$ cat src/sv/dlle_pkg.sv
// Package of the doubly linked list engine: field widths, codes and states.
// Used by the core and the checker.
package dlle_pkg;

    localparam int CMD_W           = 3;
    localparam int STATUS_W        = 3;
    localparam int DATA_W          = 32;
    localparam int CAPACITY_DEF    = 32;
    localparam int VALUE_WIDTH_DEF = 32;

    typedef enum logic [CMD_W-1:0] {
        CMD_INS_FRONT = 3'd0,
        CMD_INS_BACK  = 3'd1,
        CMD_DELETE    = 3'd2,
        CMD_DUMP_FWD  = 3'd3,
        CMD_DUMP_BWD  = 3'd4
    } cmd_t;

    typedef enum logic [STATUS_W-1:0] {
        STS_DONE      = 3'd0,
        STS_NOT_FOUND = 3'd1,
        STS_FULL      = 3'd2,
        STS_ELEMENT   = 3'd3,
        STS_EMPTY     = 3'd4
    } status_t;

    typedef enum logic [2:0] {
        ST_IDLE,
        ST_INS_A,
        ST_INS_B,
        ST_DEL_WALK,
        ST_DEL_FIX,
        ST_DUMP_WALK,
        ST_RESP
    } state_t;

endpackage

$ cat src/sv/doubly_linked_list_engine_core.sv
// Top level of the doubly linked list engine: control, pointers and node RAMs.
// Depends on dlle_pkg and dlle_ram.
//
// Channel   Handshake              Payload
// request   in_valid / in_ready    cmd, value
// result    out_valid / out_ready  item_value, status, last
//
// Insert goes through accept, node write (ST_INS_A), link write (ST_INS_B) and result,
// or from accept to result on a full pool. Delete walks to a hit or the end, frees a hit
// node (ST_DEL_FIX) and gives the result; a dump emits each of the N nodes visited (at
// most CAPACITY), or a status result on an empty list. The walk reads one node per cycle,
// unless a dump stalls, on one read address shared by the value, previous and next RAMs.
// After reset the pool is usable at once; per-node written bits stand in for the
// initial free chain. A stalled result register holds the walk in place.
module doubly_linked_list_engine_core
    import dlle_pkg::*;
#(
    parameter int CAPACITY    = CAPACITY_DEF,
    parameter int VALUE_WIDTH = VALUE_WIDTH_DEF
) (
    input  logic                       clk,
    input  logic                       rst_n,
    input  logic                       in_valid,
    output logic                       in_ready,
    input  logic [CMD_W-1:0]           cmd,
    input  logic signed [DATA_W-1:0]   value,
    output logic                       out_valid,
    input  logic                       out_ready,
    output logic signed [DATA_W-1:0]   item_value,
    output logic [STATUS_W-1:0]        status,
    output logic                       last
);

    localparam int IDX_W = $clog2(CAPACITY);
    localparam int PTR_W = $clog2(CAPACITY + 1);
    localparam int CNT_W = $clog2(CAPACITY + 1);
    localparam int EXT_W = (VALUE_WIDTH > DATA_W) ? VALUE_WIDTH : DATA_W;
    localparam logic [PTR_W-1:0] NIL = '1;

    // A pointer names a node when it lies below the capacity.
    function automatic logic is_node(input logic [PTR_W-1:0] p);
        return p < PTR_W'(CAPACITY);
    endfunction

    // Control and pointer registers.
    state_t                 state_reg, state_next;
    cmd_t                   cmd_reg, cmd_next;
    logic [VALUE_WIDTH-1:0] val_reg, val_next;
    logic [PTR_W-1:0]       cur_reg, cur_next;
    logic [CNT_W-1:0]       cnt_reg, cnt_next;
    logic [PTR_W-1:0]       head_reg, head_next;
    logic [PTR_W-1:0]       tail_reg, tail_next;
    logic [PTR_W-1:0]       free_reg, free_next;
    logic [CNT_W-1:0]       used_reg, used_next;
    logic [CAPACITY-1:0]    written_reg, written_next;
    logic [IDX_W-1:0]       rd_idx_reg;
    status_t                res_status_reg, res_status_next;

    // Result register.
    logic                   out_valid_reg;
    logic [DATA_W-1:0]      item_value_reg, out_item_next;
    status_t                status_reg, out_status_next;
    logic                   last_reg, out_last_next;
    logic                   out_load;

    // RAM ports.
    logic [IDX_W-1:0]       rd_addr;
    logic                   val_we, prv_we, nxt_we;
    logic [IDX_W-1:0]       val_waddr, prv_waddr, nxt_waddr;
    logic [VALUE_WIDTH-1:0] val_wdata, val_rdata;
    logic [PTR_W-1:0]       prv_wdata, prv_rdata, nxt_wdata, nxt_rdata;

    // Shared combinational terms.
    logic                   in_fire, can_emit, pool_full;
    logic [EXT_W-1:0]       in_ext, rd_ext;
    logic [VALUE_WIDTH-1:0] in_word;
    logic [DATA_W-1:0]      rd_item;
    logic [PTR_W-1:0]       rst_next, nxt_eff, prv_eff, walk_next;
    logic [CNT_W-1:0]       cnt_inc;
    logic                   val_match, del_stop, dump_last, front;
    logic [IDX_W-1:0]       cur_idx, head_idx, tail_idx, free_idx;

    assign in_ready  = (state_reg == ST_IDLE);
    assign in_fire   = in_valid && in_ready;
    assign can_emit  = !out_valid_reg || out_ready;
    assign pool_full = (used_reg >= CNT_W'(CAPACITY)) || !is_node(free_reg);

    assign cur_idx  = cur_reg[IDX_W-1:0];
    assign head_idx = head_reg[IDX_W-1:0];
    assign tail_idx = tail_reg[IDX_W-1:0];
    assign free_idx = free_reg[IDX_W-1:0];
    assign front    = (cmd_reg == CMD_INS_FRONT);

    // Input word taken to the stored width, sign extended when wider.
    assign in_ext  = EXT_W'(value);
    assign in_word = in_ext[VALUE_WIDTH-1:0];

    // Stored word shown on the 32-bit result field.
    assign rd_ext  = EXT_W'($signed(val_rdata));
    assign rd_item = rd_ext[DATA_W-1:0];

    // A node never written still carries its reset links: free chain and no previous.
    assign rst_next = (rd_idx_reg == IDX_W'(CAPACITY - 1)) ? NIL
                      : PTR_W'(rd_idx_reg) + PTR_W'(1);
    assign nxt_eff  = written_reg[rd_idx_reg] ? nxt_rdata : rst_next;
    assign prv_eff  = written_reg[rd_idx_reg] ? prv_rdata : NIL;

    // Walk terms.
    assign cnt_inc   = cnt_reg + CNT_W'(1);
    assign walk_next = (cmd_reg == CMD_DUMP_BWD) ? prv_eff : nxt_eff;
    assign val_match = (val_rdata == val_reg);
    assign del_stop  = !is_node(nxt_eff) || (cnt_inc >= CNT_W'(CAPACITY));
    assign dump_last = !is_node(walk_next) || (cnt_inc >= CNT_W'(CAPACITY));

    // Next state.
    always_comb
    begin
        state_next = state_reg;
        unique case (state_reg)
            ST_IDLE:
            begin
                if (in_fire)
                begin
                    unique case (cmd)
                        CMD_INS_FRONT, CMD_INS_BACK:
                            state_next = pool_full ? ST_RESP : ST_INS_A;
                        CMD_DELETE:
                            state_next = is_node(head_reg) ? ST_DEL_WALK : ST_RESP;
                        CMD_DUMP_FWD:
                            state_next = is_node(head_reg) ? ST_DUMP_WALK : ST_RESP;
                        CMD_DUMP_BWD:
                            state_next = is_node(tail_reg) ? ST_DUMP_WALK : ST_RESP;
                        default:
                            state_next = ST_IDLE;
                    endcase
                end
            end
            ST_INS_A:
                state_next = ST_INS_B;
            ST_INS_B:
                state_next = ST_RESP;
            ST_DEL_WALK:
            begin
                if (val_match)
                begin
                    state_next = ST_DEL_FIX;
                end
                else if (del_stop)
                begin
                    state_next = ST_RESP;
                end
            end
            ST_DEL_FIX:
                state_next = ST_RESP;
            ST_DUMP_WALK:
            begin
                if (can_emit && dump_last)
                begin
                    state_next = ST_IDLE;
                end
            end
            ST_RESP:
            begin
                if (can_emit)
                begin
                    state_next = ST_IDLE;
                end
            end
            default:
                state_next = ST_IDLE;
        endcase
    end

    // Datapath, RAM accesses and result loading.
    always_comb
    begin
        rd_addr         = '0;
        val_we          = 1'b0;
        val_waddr       = cur_idx;
        val_wdata       = val_reg;
        prv_we          = 1'b0;
        prv_waddr       = cur_idx;
        prv_wdata       = NIL;
        nxt_we          = 1'b0;
        nxt_waddr       = cur_idx;
        nxt_wdata       = NIL;
        cmd_next        = cmd_reg;
        val_next        = val_reg;
        cur_next        = cur_reg;
        cnt_next        = cnt_reg;
        head_next       = head_reg;
        tail_next       = tail_reg;
        free_next       = free_reg;
        used_next       = used_reg;
        written_next    = written_reg;
        res_status_next = res_status_reg;
        out_load        = 1'b0;
        out_item_next   = '0;
        out_status_next = STS_DONE;
        out_last_next   = 1'b1;

        unique case (state_reg)
            // Take a request and start the first RAM read.
            ST_IDLE:
            begin
                if (in_fire)
                begin
                    cmd_next = cmd_t'(cmd);
                    val_next = in_word;
                    cnt_next = '0;
                    unique case (cmd)
                        CMD_INS_FRONT, CMD_INS_BACK:
                        begin
                            cur_next        = free_reg;
                            res_status_next = pool_full ? STS_FULL : STS_DONE;
                            if (!pool_full)
                            begin
                                rd_addr = free_idx;
                            end
                        end
                        CMD_DELETE:
                        begin
                            cur_next        = head_reg;
                            res_status_next = STS_NOT_FOUND;
                            if (is_node(head_reg))
                            begin
                                rd_addr = head_idx;
                            end
                        end
                        CMD_DUMP_FWD:
                        begin
                            cur_next        = head_reg;
                            res_status_next = STS_EMPTY;
                            if (is_node(head_reg))
                            begin
                                rd_addr = head_idx;
                            end
                        end
                        CMD_DUMP_BWD:
                        begin
                            cur_next        = tail_reg;
                            res_status_next = STS_EMPTY;
                            if (is_node(tail_reg))
                            begin
                                rd_addr = tail_idx;
                            end
                        end
                        default:
                        begin
                        end
                    endcase
                end
            end

            // Fill the new node and pop it off the free list.
            ST_INS_A:
            begin
                val_we    = 1'b1;
                prv_we    = 1'b1;
                prv_wdata = front ? NIL : tail_reg;
                nxt_we    = 1'b1;
                nxt_wdata = front ? head_reg : NIL;
                free_next = nxt_eff;
                used_next = used_reg + CNT_W'(1);
                written_next[cur_idx] = 1'b1;
            end

            // Link the neighbor to the new node and move head or tail.
            ST_INS_B:
            begin
                if (front)
                begin
                    if (is_node(head_reg))
                    begin
                        prv_we    = 1'b1;
                        prv_waddr = head_idx;
                        prv_wdata = cur_reg;
                    end
                    else
                    begin
                        tail_next = cur_reg;
                    end
                    head_next = cur_reg;
                end
                else
                begin
                    if (is_node(tail_reg))
                    begin
                        nxt_we    = 1'b1;
                        nxt_waddr = tail_idx;
                        nxt_wdata = cur_reg;
                    end
                    else
                    begin
                        head_next = cur_reg;
                    end
                    tail_next = cur_reg;
                end
            end

            // Compare one node per cycle; on a hit bypass it in both directions.
            ST_DEL_WALK:
            begin
                if (val_match)
                begin
                    res_status_next = STS_DONE;
                    if (is_node(prv_eff))
                    begin
                        nxt_we    = 1'b1;
                        nxt_waddr = prv_eff[IDX_W-1:0];
                        nxt_wdata = nxt_eff;
                    end
                    else
                    begin
                        head_next = nxt_eff;
                    end
                    if (is_node(nxt_eff))
                    begin
                        prv_we    = 1'b1;
                        prv_waddr = nxt_eff[IDX_W-1:0];
                        prv_wdata = prv_eff;
                    end
                    else
                    begin
                        tail_next = prv_eff;
                    end
                end
                else if (!del_stop)
                begin
                    rd_addr  = nxt_eff[IDX_W-1:0];
                    cur_next = nxt_eff;
                    cnt_next = cnt_inc;
                end
            end

            // Push the removed node onto the free list.
            ST_DEL_FIX:
            begin
                prv_we    = 1'b1;
                prv_wdata = NIL;
                nxt_we    = 1'b1;
                nxt_wdata = free_reg;
                free_next = cur_reg;
                if (used_reg != '0)
                begin
                    used_next = used_reg - CNT_W'(1);
                end
            end

            // Emit one element per cycle; hold the node read while the result stalls.
            ST_DUMP_WALK:
            begin
                if (can_emit)
                begin
                    out_load        = 1'b1;
                    out_item_next   = rd_item;
                    out_status_next = STS_ELEMENT;
                    out_last_next   = dump_last;
                    if (!dump_last)
                    begin
                        rd_addr  = walk_next[IDX_W-1:0];
                        cur_next = walk_next;
                        cnt_next = cnt_inc;
                    end
                end
                else
                begin
                    rd_addr = cur_idx;
                end
            end

            // Single status result.
            ST_RESP:
            begin
                if (can_emit)
                begin
                    out_load        = 1'b1;
                    out_status_next = res_status_reg;
                end
            end

            default:
            begin
            end
        endcase
    end

    // Control registers.
    always_ff @(posedge clk or negedge rst_n)
    begin
        if (!rst_n)
        begin
            state_reg     <= ST_IDLE;
            head_reg      <= NIL;
            tail_reg      <= NIL;
            free_reg      <= '0;
            used_reg      <= '0;
            written_reg   <= '0;
            out_valid_reg <= 1'b0;
        end
        else
        begin
            state_reg   <= state_next;
            head_reg    <= head_next;
            tail_reg    <= tail_next;
            free_reg    <= free_next;
            used_reg    <= used_next;
            written_reg <= written_next;
            if (out_load)
            begin
                out_valid_reg <= 1'b1;
            end
            else if (out_ready)
            begin
                out_valid_reg <= 1'b0;
            end
        end
    end

    // Payload registers.
    always_ff @(posedge clk)
    begin
        cmd_reg        <= cmd_next;
        val_reg        <= val_next;
        cur_reg        <= cur_next;
        cnt_reg        <= cnt_next;
        res_status_reg <= res_status_next;
        rd_idx_reg     <= rd_addr;
        if (out_load)
        begin
            item_value_reg <= out_item_next;
            status_reg     <= out_status_next;
            last_reg       <= out_last_next;
        end
    end

    assign out_valid  = out_valid_reg;
    assign item_value = item_value_reg;
    assign status     = status_reg;
    assign last       = last_reg;

    // Node value store.
    dlle_ram #(
        .WIDTH (VALUE_WIDTH),
        .DEPTH (CAPACITY)
    ) u_val_ram (
        .clk     (clk),
        .wr_en   (val_we),
        .wr_addr (val_waddr),
        .wr_data (val_wdata),
        .rd_addr (rd_addr),
        .rd_data (val_rdata)
    );

    // Previous links.
    dlle_ram #(
        .WIDTH (PTR_W),
        .DEPTH (CAPACITY)
    ) u_prv_ram (
        .clk     (clk),
        .wr_en   (prv_we),
        .wr_addr (prv_waddr),
        .wr_data (prv_wdata),
        .rd_addr (rd_addr),
        .rd_data (prv_rdata)
    );

    // Next links, which also chain the free list.
    dlle_ram #(
        .WIDTH (PTR_W),
        .DEPTH (CAPACITY)
    ) u_nxt_ram (
        .clk     (clk),
        .wr_en   (nxt_we),
        .wr_addr (nxt_waddr),
        .wr_data (nxt_wdata),
        .rd_addr (rd_addr),
        .rd_data (nxt_rdata)
    );

endmodule

$ cat src/sv/dlle_ram.sv
// Generic simple dual port RAM: one write port, one read port, registered read.
// Depends on nothing.
module dlle_ram #(
    parameter int WIDTH = 32,
    parameter int DEPTH = 32
) (
    input  logic                     clk,
    input  logic                     wr_en,
    input  logic [$clog2(DEPTH)-1:0] wr_addr,
    input  logic [WIDTH-1:0]         wr_data,
    input  logic [$clog2(DEPTH)-1:0] rd_addr,
    output logic [WIDTH-1:0]         rd_data
);

    logic [WIDTH-1:0] mem [DEPTH];

    // Write port and registered read port.
    always_ff @(posedge clk)
    begin
        if (wr_en)
        begin
            mem[wr_addr] <= wr_data;
        end
        rd_data <= mem[rd_addr];
    end

endmodule

$ cat config.mk
export PLATFORM = sky130hd
export DESIGN_NAME = doubly_linked_list_engine_core
export DESIGN_NICKNAME = d
export VERILOG_FILES = /design/src/sv/dlle_pkg.sv /design/src/sv/doubly_linked_list_engine_core.sv /design/src/sv/dlle_ram.sv
export SDC_FILE = /design/constraint.sdc
export NUM_CORES = 2
export LEC_CHECK = 0
export ABC_AREA = 0
export BUFFER_PORTS_ARGS = -buffer_cell sky130_fd_sc_hd__buf_2
export CAP_MARGIN = 20
export CORE_ASPECT_RATIO = 1.2
export CORE_MARGIN = 2
export CORE_UTILIZATION = 45
export DETAILED_ROUTE_END_ITERATION = 6
export PLACE_DENSITY_LB_ADDON = 0.1
export SYNTH_ARGS = -nofsm -noshare
export SYNTH_HDL_FRONTEND = slang
export SYNTH_SLANG_ARGS = --single-unit
$ cat constraint.sdc
create_clock -name clk -period 3.87 [get_ports clk]
set_input_delay 0.387 -clock clk [delete_from_list [all_inputs] [get_ports clk]]
set_output_delay 0.387 -clock clk [all_outputs]
set_load 0.05 [all_outputs]
# After elaboration in Yosys (flattened, before gate mapping)
# Memory sizes are Yosys's and may differ from the RTL's. A register that Yosys moved wholly into a read port is not among the register bits.
# Cells that the tools add are included.
dict set report totals {
  register_bits 151
  ramBits 1408
  n_memories 3
  in_bits 39
  out_inout_bits 38
  wordCells 205
}
# name words width read_ports rd_ports_with_merged_regs wr line
set memory_table {}
lappend memory_table {u_val_ram.mem 32 32 1 1 1 dlle_ram.sv:15} ;# logic [WIDTH-1:0] mem [DEPTH];
lappend memory_table {u_nxt_ram.mem 32 6 1 1 1 dlle_ram.sv:15}
lappend memory_table {u_prv_ram.mem 32 6 1 1 1 dlle_ram.sv:15}
dict set report classes {
  bitwise 1
  mux 106
  eq_ne 29
  n_addsub 4
  reduce_logical 35
  n_lt_le_gt_ge 11
}
# operator n
set op_table {}
lappend op_table {{$mux 6} 33}
lappend op_table {{$mux 5} 16}
lappend op_table {{$pmux 6 s3} 4}
lappend op_table {{$pmux 6 s2} 4}
lappend op_table {{$lt 6x6->1 const B} 6}
lappend op_table {{$eq 32x32->1} 1}
lappend op_table {{$or 32x32->32} 1}
lappend op_table {{$mux 3} 10}
lappend op_table {{$pmux 5 s3} 2}
lappend op_table {{$pmux 6 s4} 1}
lappend op_table {{$mux 1} 21}
lappend op_table {{$ne 2x2->1 const B} 10}
lappend op_table {{$pmux 5 s2} 2}
lappend op_table {{$pmux 3 s6} 1}
lappend op_table {{$reduce_and 4->1} 4}
lappend op_table {{$eq 3x3->1 const B} 5}
lappend op_table {{$add 6x1->6 const B} 2}
lappend op_table {{$eq 3x2->1 const B} 4}
lappend op_table {{$ge 6x6->1 const B} 2}
lappend op_table {{$lt 5x6->1 const B} 2}
lappend op_table {{$pmux 3 s2} 2}
lappend op_table {{$pmux 3 s4} 1}
lappend op_table {{$reduce_or 2->1} 6}
lappend op_table {{$logic_not 3->1} 3}
lappend op_table {{other kinds (22)} 43}

# Logic depth before layout (Yosys ltp)
dict set report logic_depth {
  word_depth 10
  ltp_mapped 16
  mapped_depth_nobuf 12
}

# Hierarchy
# Synthesis repeated with hierarchy kept, for this count alone.
dict set report unflattened {
  hier_cells 3665
  hier_area_um2 63793.7
}
# module cells_per_inst instances seq_area_each_um2 area_per_inst_um2
set modules_own_cells {}
lappend modules_own_cells {{dlle_ram (u_val_ram)} 2260 1 31390.1 40485.1}
lappend modules_own_cells {{dlle_ram (u_nxt_ram ...)} 323 2 5885.6 7589.8}
lappend modules_own_cells {doubly_linked_list_engine_core 759 1 4199.0 8129.0}

# Least setup slack after synthesis
# OpenSTA, ideal clock, no wires.
dict set report synth_timing {
  path_kind {register -> register}
  from {reg state_reg[1]}
  to {reg u_val_ram.rd_data[10] (read register of u_val_ram.mem)}
  t_required_ns 3.740
  t_arrival_ns 3.791
  period_less_slack_ns 3.920
  stages_incl_launch_ff 15
  slack_ns -0.050
  setup_time_ns 0.130
  path_buffers 3
  path_cell_list {dfrtp_1 clkbuf_1 nor3_1 nand3_1 o2bb2ai_1 a31oi_1 o211ai_1 o21ai_1 inv_2 buf_2 buf_2 mux2i_1 mux2i_1 o2111ai_1 nand4_1}
}
dict set report synth_via {
  elab_chain_cells 4
  word_cells_on_any_way 6
  classes_between {eq/ne (2); mux (2); reduce/logical (2)}
}
# element line
set synth_rtl {}
lappend synth_rtl {{from (decl)} doubly_linked_list_engine_core.sv:46} ;# state_t state_reg, state_next;
lappend synth_rtl {{from (signal assigned)} doubly_linked_list_engine_core.sv:403} ;# state_reg <= state_next;
lappend synth_rtl {{$logic_not 3->1 *} doubly_linked_list_engine_core.sv:83} ;# assign in_ready = (state_reg == ST_IDLE);
lappend synth_rtl {{via in_ready} doubly_linked_list_engine_core.sv:24} ;# output logic in_ready,
lappend synth_rtl {{$logic_and 1x1->1} doubly_linked_list_engine_core.sv:84} ;# assign in_fire = in_valid && in_ready;
lappend synth_rtl {{$mux 5} doubly_linked_list_engine_core.sv:206} ;# if (in_fire)
lappend synth_rtl {{$pmux 5 s3 *} doubly_linked_list_engine_core.sv:202} ;# unique case (state_reg)
lappend synth_rtl {{to (decl)} dlle_ram.sv:12} ;# output logic [WIDTH-1:0] rd_data
# Mark *: on every way through the listed nets, which the timed path passes. The rest lies on a longest branch.
# A chain may end at the register's enable or synchronous reset.

# Worst setup path in the final report
dict set report layout_timing {
  from {reg val_reg[19]}
  to {reg u_val_ram.rd_data[6] (read register of u_val_ram.mem)}
}
dict set report layout_via {
  elab_chain_cells 3
}
# element line
set layout_rtl {}
lappend layout_rtl {{from (decl)} doubly_linked_list_engine_core.sv:48} ;# logic [VALUE_WIDTH-1:0] val_reg, val_next;
lappend layout_rtl {{from (signal assigned)} doubly_linked_list_engine_core.sv:424} ;# val_reg <= val_next;
lappend layout_rtl {{$eq 32x32->1} doubly_linked_list_engine_core.sv:111} ;# assign val_match = (val_rdata == val_reg);
lappend layout_rtl {{$mux 5} doubly_linked_list_engine_core.sv:304} ;# if (val_match)
lappend layout_rtl {{$pmux 5 s3} doubly_linked_list_engine_core.sv:202}
# No other way between the ends.

==> summary.md <==
| Metric | Value |
|---|---|
| Clk buf depth | `3` |
| Largest net degree at the start of global routing | `56` |
| Via/cell ratio | `just under 6` |
| Fmax | `about 250 MHz` |
| Area growth, synth to finish | `21.0%` |
| WP data required | `about 4.5 ns` |
| GRT busiest layer | `met2` |
| Layout cell share with drive strength beyond 1 | `19.7%` |
| Die width | `349 um` |
| Critical path's slowest cell | `edfxtp_1` |
| Post-detail-place hpwl | `approximately 120 mm` |
| Peak supply drop | `0.580 mV` |
| # IOs | `77` |
| Worst r2r src | `val_reg[19]` |
| Mapped Cells | `around 4.4k` |
| Largest regs | `u_val_ram.mem (1024), u_nxt_ram.mem (192), u_prv_ram.mem (192)` |
| Routed wire length | `about 200 mm` |
| # setup viols final | `92` |
| Worst slew pin tran | `1.09 ns` |
| Vias in the first global route | `roughly 39k` |
| Relative slew slack | `27.4%` |
| DR pass1 iterations | `6` |
| Chip height | `419 um` |
| Max reg flops | `1024` |
| Synth Flop Type | `edfxtp_1` |
| Die area | `between 100000 and 150000 um2` |
| Slew Viols, Final | `0` |
| Tmin final | `4.03 ns` |
| Rows | `152` |
| Post-place setup slack | `-0.658 ns` |
| Area of the mapped netlist | `64500 um2` |
| Worst-path clk slew | `~0.060 ns` |
| CP arrival | `4.69 ns` |
| Final period utilization | `104%` |
| CTS H-tree lvls | `4` |
| Met1 usage | `35.9%` |
| Setup Crit Path Kind | `reg -> reg` |
| EDFF count, synth | `1494` |
| DRC | `0` |
| Gr ovfl total | `0` |
| Largest register by flop count | `u_val_ram.mem` |
| Global-route wire length before repair | `286 mm` |
| Setup Skew | `0.0478 ns` |
| Number of I/O port buffers | `76` |
| Distinct cells, synth | `a little under 80` |
| CP max FO | `9` |
| CTS tree | `built` |
| Met3 Use GR | `under 10%` |
| Mean area per synthesized cell | `around 15 um2` |
| WP buf/inv | `8` |
| Final worst slack | `-0.156 ns` |
| Placed Area | `roughly 71000 um2` |
| Met2 Track Usage GR | `46.8%` |
| Crit. End Element | `flop` |
| Via count | `40.5k` |
| Wire per inst | `28.9 um` |
| Power Density | `606 nW/um2` |
| Worst setup path start | `val_reg[19]` |
| Root Buffer | `clkbuf_16` |
| Worst-Skew Late Latency | `between 0.8 and 0.9 ns` |
| Net Count, Synth | `4489` |
| GPL Wtd Cong | `~0.9` |
| RSZ-0062 raised after global routing | `true` |
| Max_cap viols | `0` |
| Initial antenna violation count | `6` |
| CP Launch Type | `flop` |
| Core footprint | `143000 um2` |
| Outcome | `finished, violations left` |
| Final hold vios | `0` |
| Final Cell Area | `78000 um2` |
| Num CTS Buffers | `161` |
| Pwr Total | `roughly 47 mW` |
| DR iter-0 viols | `4469` |
| Register area share after synthesis | `73.5%` |
| Synth Warn # | `0` |
| Post-synth ARST share | `around 3.7%` |
| Post-route ant nets | `0` |
| Post-synthesis register bit count | `1603` |
| Final design utilization | `54.7%` |
| Initial Util | `45.2%` |
| Worst-path cell chain | `xor2_1, nor4_2, nand4_1, buf_4, buf_6, o211ai_1, buf_4, o211ai_1, o21ai_4, buf_12, inv_16, buf_16, buf_12, buf_16, mux2i_1, mux2i_1, o2111ai_1, nand4_1` |
| CP delay by family, top | `buffers and inverters` |
| Max incr delay on CP | `roughly 0.47 ns` |
| Lkg Pwr | `between 20 and 30 nW` |
| Total GRT Usage | `a little over a quarter` |
| Layout Nets | `about 5.0k` |
| CTS Sinks | `roughly 1.6k` |
| Hold Crit Class | `in -> async` |
| Failing checks | `negative setup slack` |
[worst register-to-register path, delay by kind of cell (launching register included)]
kind            cells  cell delay, ns
buf+inv             8            1.27
xor+xnor            1            0.24
compound gates      4            0.74
simple gates        3            0.89
mux                 2            0.25
flops               1            0.47
[cell usage in the layout, fill, tap and decap left out, types with 52 or more instances in the layout]
cell type,Yosys,final
clkbuf_16,0,166
nor2_1,161,125
edfxtp_1,1494,1494
mux2i_1,495,479
buf_2,114,76
nand2_1,784,784
a22oi_1,53,52
buf_4,13,366
nand4_1,94,94
nand3_1,376,376
a32oi_1,88,72
buf_12,0,114
a21oi_1,55,54
[per-stage QoR]
stage	setup TNS, ns	instances	hold WS (ns)
2_1_floorplan	0	4443	0.0914
3_3_place_gp	-204.67	6581	0.452
5_1_grt	-15.04	6938	0.0897
6_report	-4.86	6940	0.111
3_5_place_dp	-211.87	6582	0.342
4_1_cts	-1.49	6932	0.0508
[kinds of logic after synthesis]
family | synth area share, %
compound gates | 4.65
fa+ha+maj | 0.148
simple gates | 11.0
buf+inv | 1.98
mux | 8.18
xor+xnor | 0.557
flops | 73.5
[power breakdown]
| part | switching, mW | internal, mW |
|---|---|---|
| clock network | 6.56 | 8.57 |
| registers | 0.711 | 20.7 |
| logic | 6.84 | 3.88 |
| total | 14.1 | 33.1 |
[metal layers]
metal | part of all wire [%] | wire length (um)
met4 | 3.7 | 7510
met1 | 40 | 80700
met2 | 50 | 100000
met5 | 0.010 | 21
met3 | 6.1 | 12200
[worst paths after layout]
check                           slack [ns]  depth (start not counted)                    to
worst max-delay path                 -0.16                         18  u_val_ram.rd_data[6]
worst min-delay path                  0.11                          2       written_reg[22]
worst max register to register       -0.16                         18  u_val_ram.rd_data[6]
worst min register to register        0.46                          1        written_reg[2]
max in group asynchronous             3.13                          3       written_reg[28]
min in group clk                      0.12                          4          state_reg[2]
[synth_stat cells, drive strengths merged, types with 4 or more instances]
library cell,instances,area [um2]
edfxtp,1494,44900
nand2,785,2950
mux2i,495,4950
nand3,376,1880
nor2,166,641
buf,143,736
clkbuf,123,462
nand4,94,588
a32oi,88,771
o21ai,56,280
a21oi,55,275
a22oi,53,398
dfxtp,49,981
dfrtp,48,1200
o2111ai,46,403
and3,36,225
or2,34,213
xor2,34,298
inv,19,71.3
o22ai,18,113
nor3,17,96.4
nor4,15,93.8
a21o,13,97.6
dfstp,12,315
mux2,12,135
nand3b,12,90.1
o211ai,12,90.1
nor2b,11,68.8
or3,11,68.8
nand2b,10,62.6
a211oi,9,67.6
a31oi,8,50.1
mux4,8,180
xnor2,7,61.3
ha,6,75.1
o21a,6,45.0
a221oi,5,43.8
a22o,5,43.8
o221ai,5,50.0
a21boi,4,30.0
[timing repair]
item / in CTS / in global routing
buffers inserted: 12 / 5
gates resized for setup: 82 / 37
hold buffers: 35 / 0
pin swaps: 29 / 32
hold endpoints to repair: 82 / 0
endpoints found under the setup margin: 748 / 530
gates cloned: 12 / 1
[layout make-up]
class / count / area [um2]
antenna: 2 / 5.00
clock buffer: 220 / 4520
clock inverter: 71 / 578
fill: 11600 / 64700
inverter: 21 / 103
multi-input combinational: 2553 / 16600
sequential: 1603 / 47400
tap: 1848 / 2310
timing repair buffer: 621 / 6470
timing repair inverter: 1 / 6.26
Note: power is estimated with default switching activity, not from simulation.
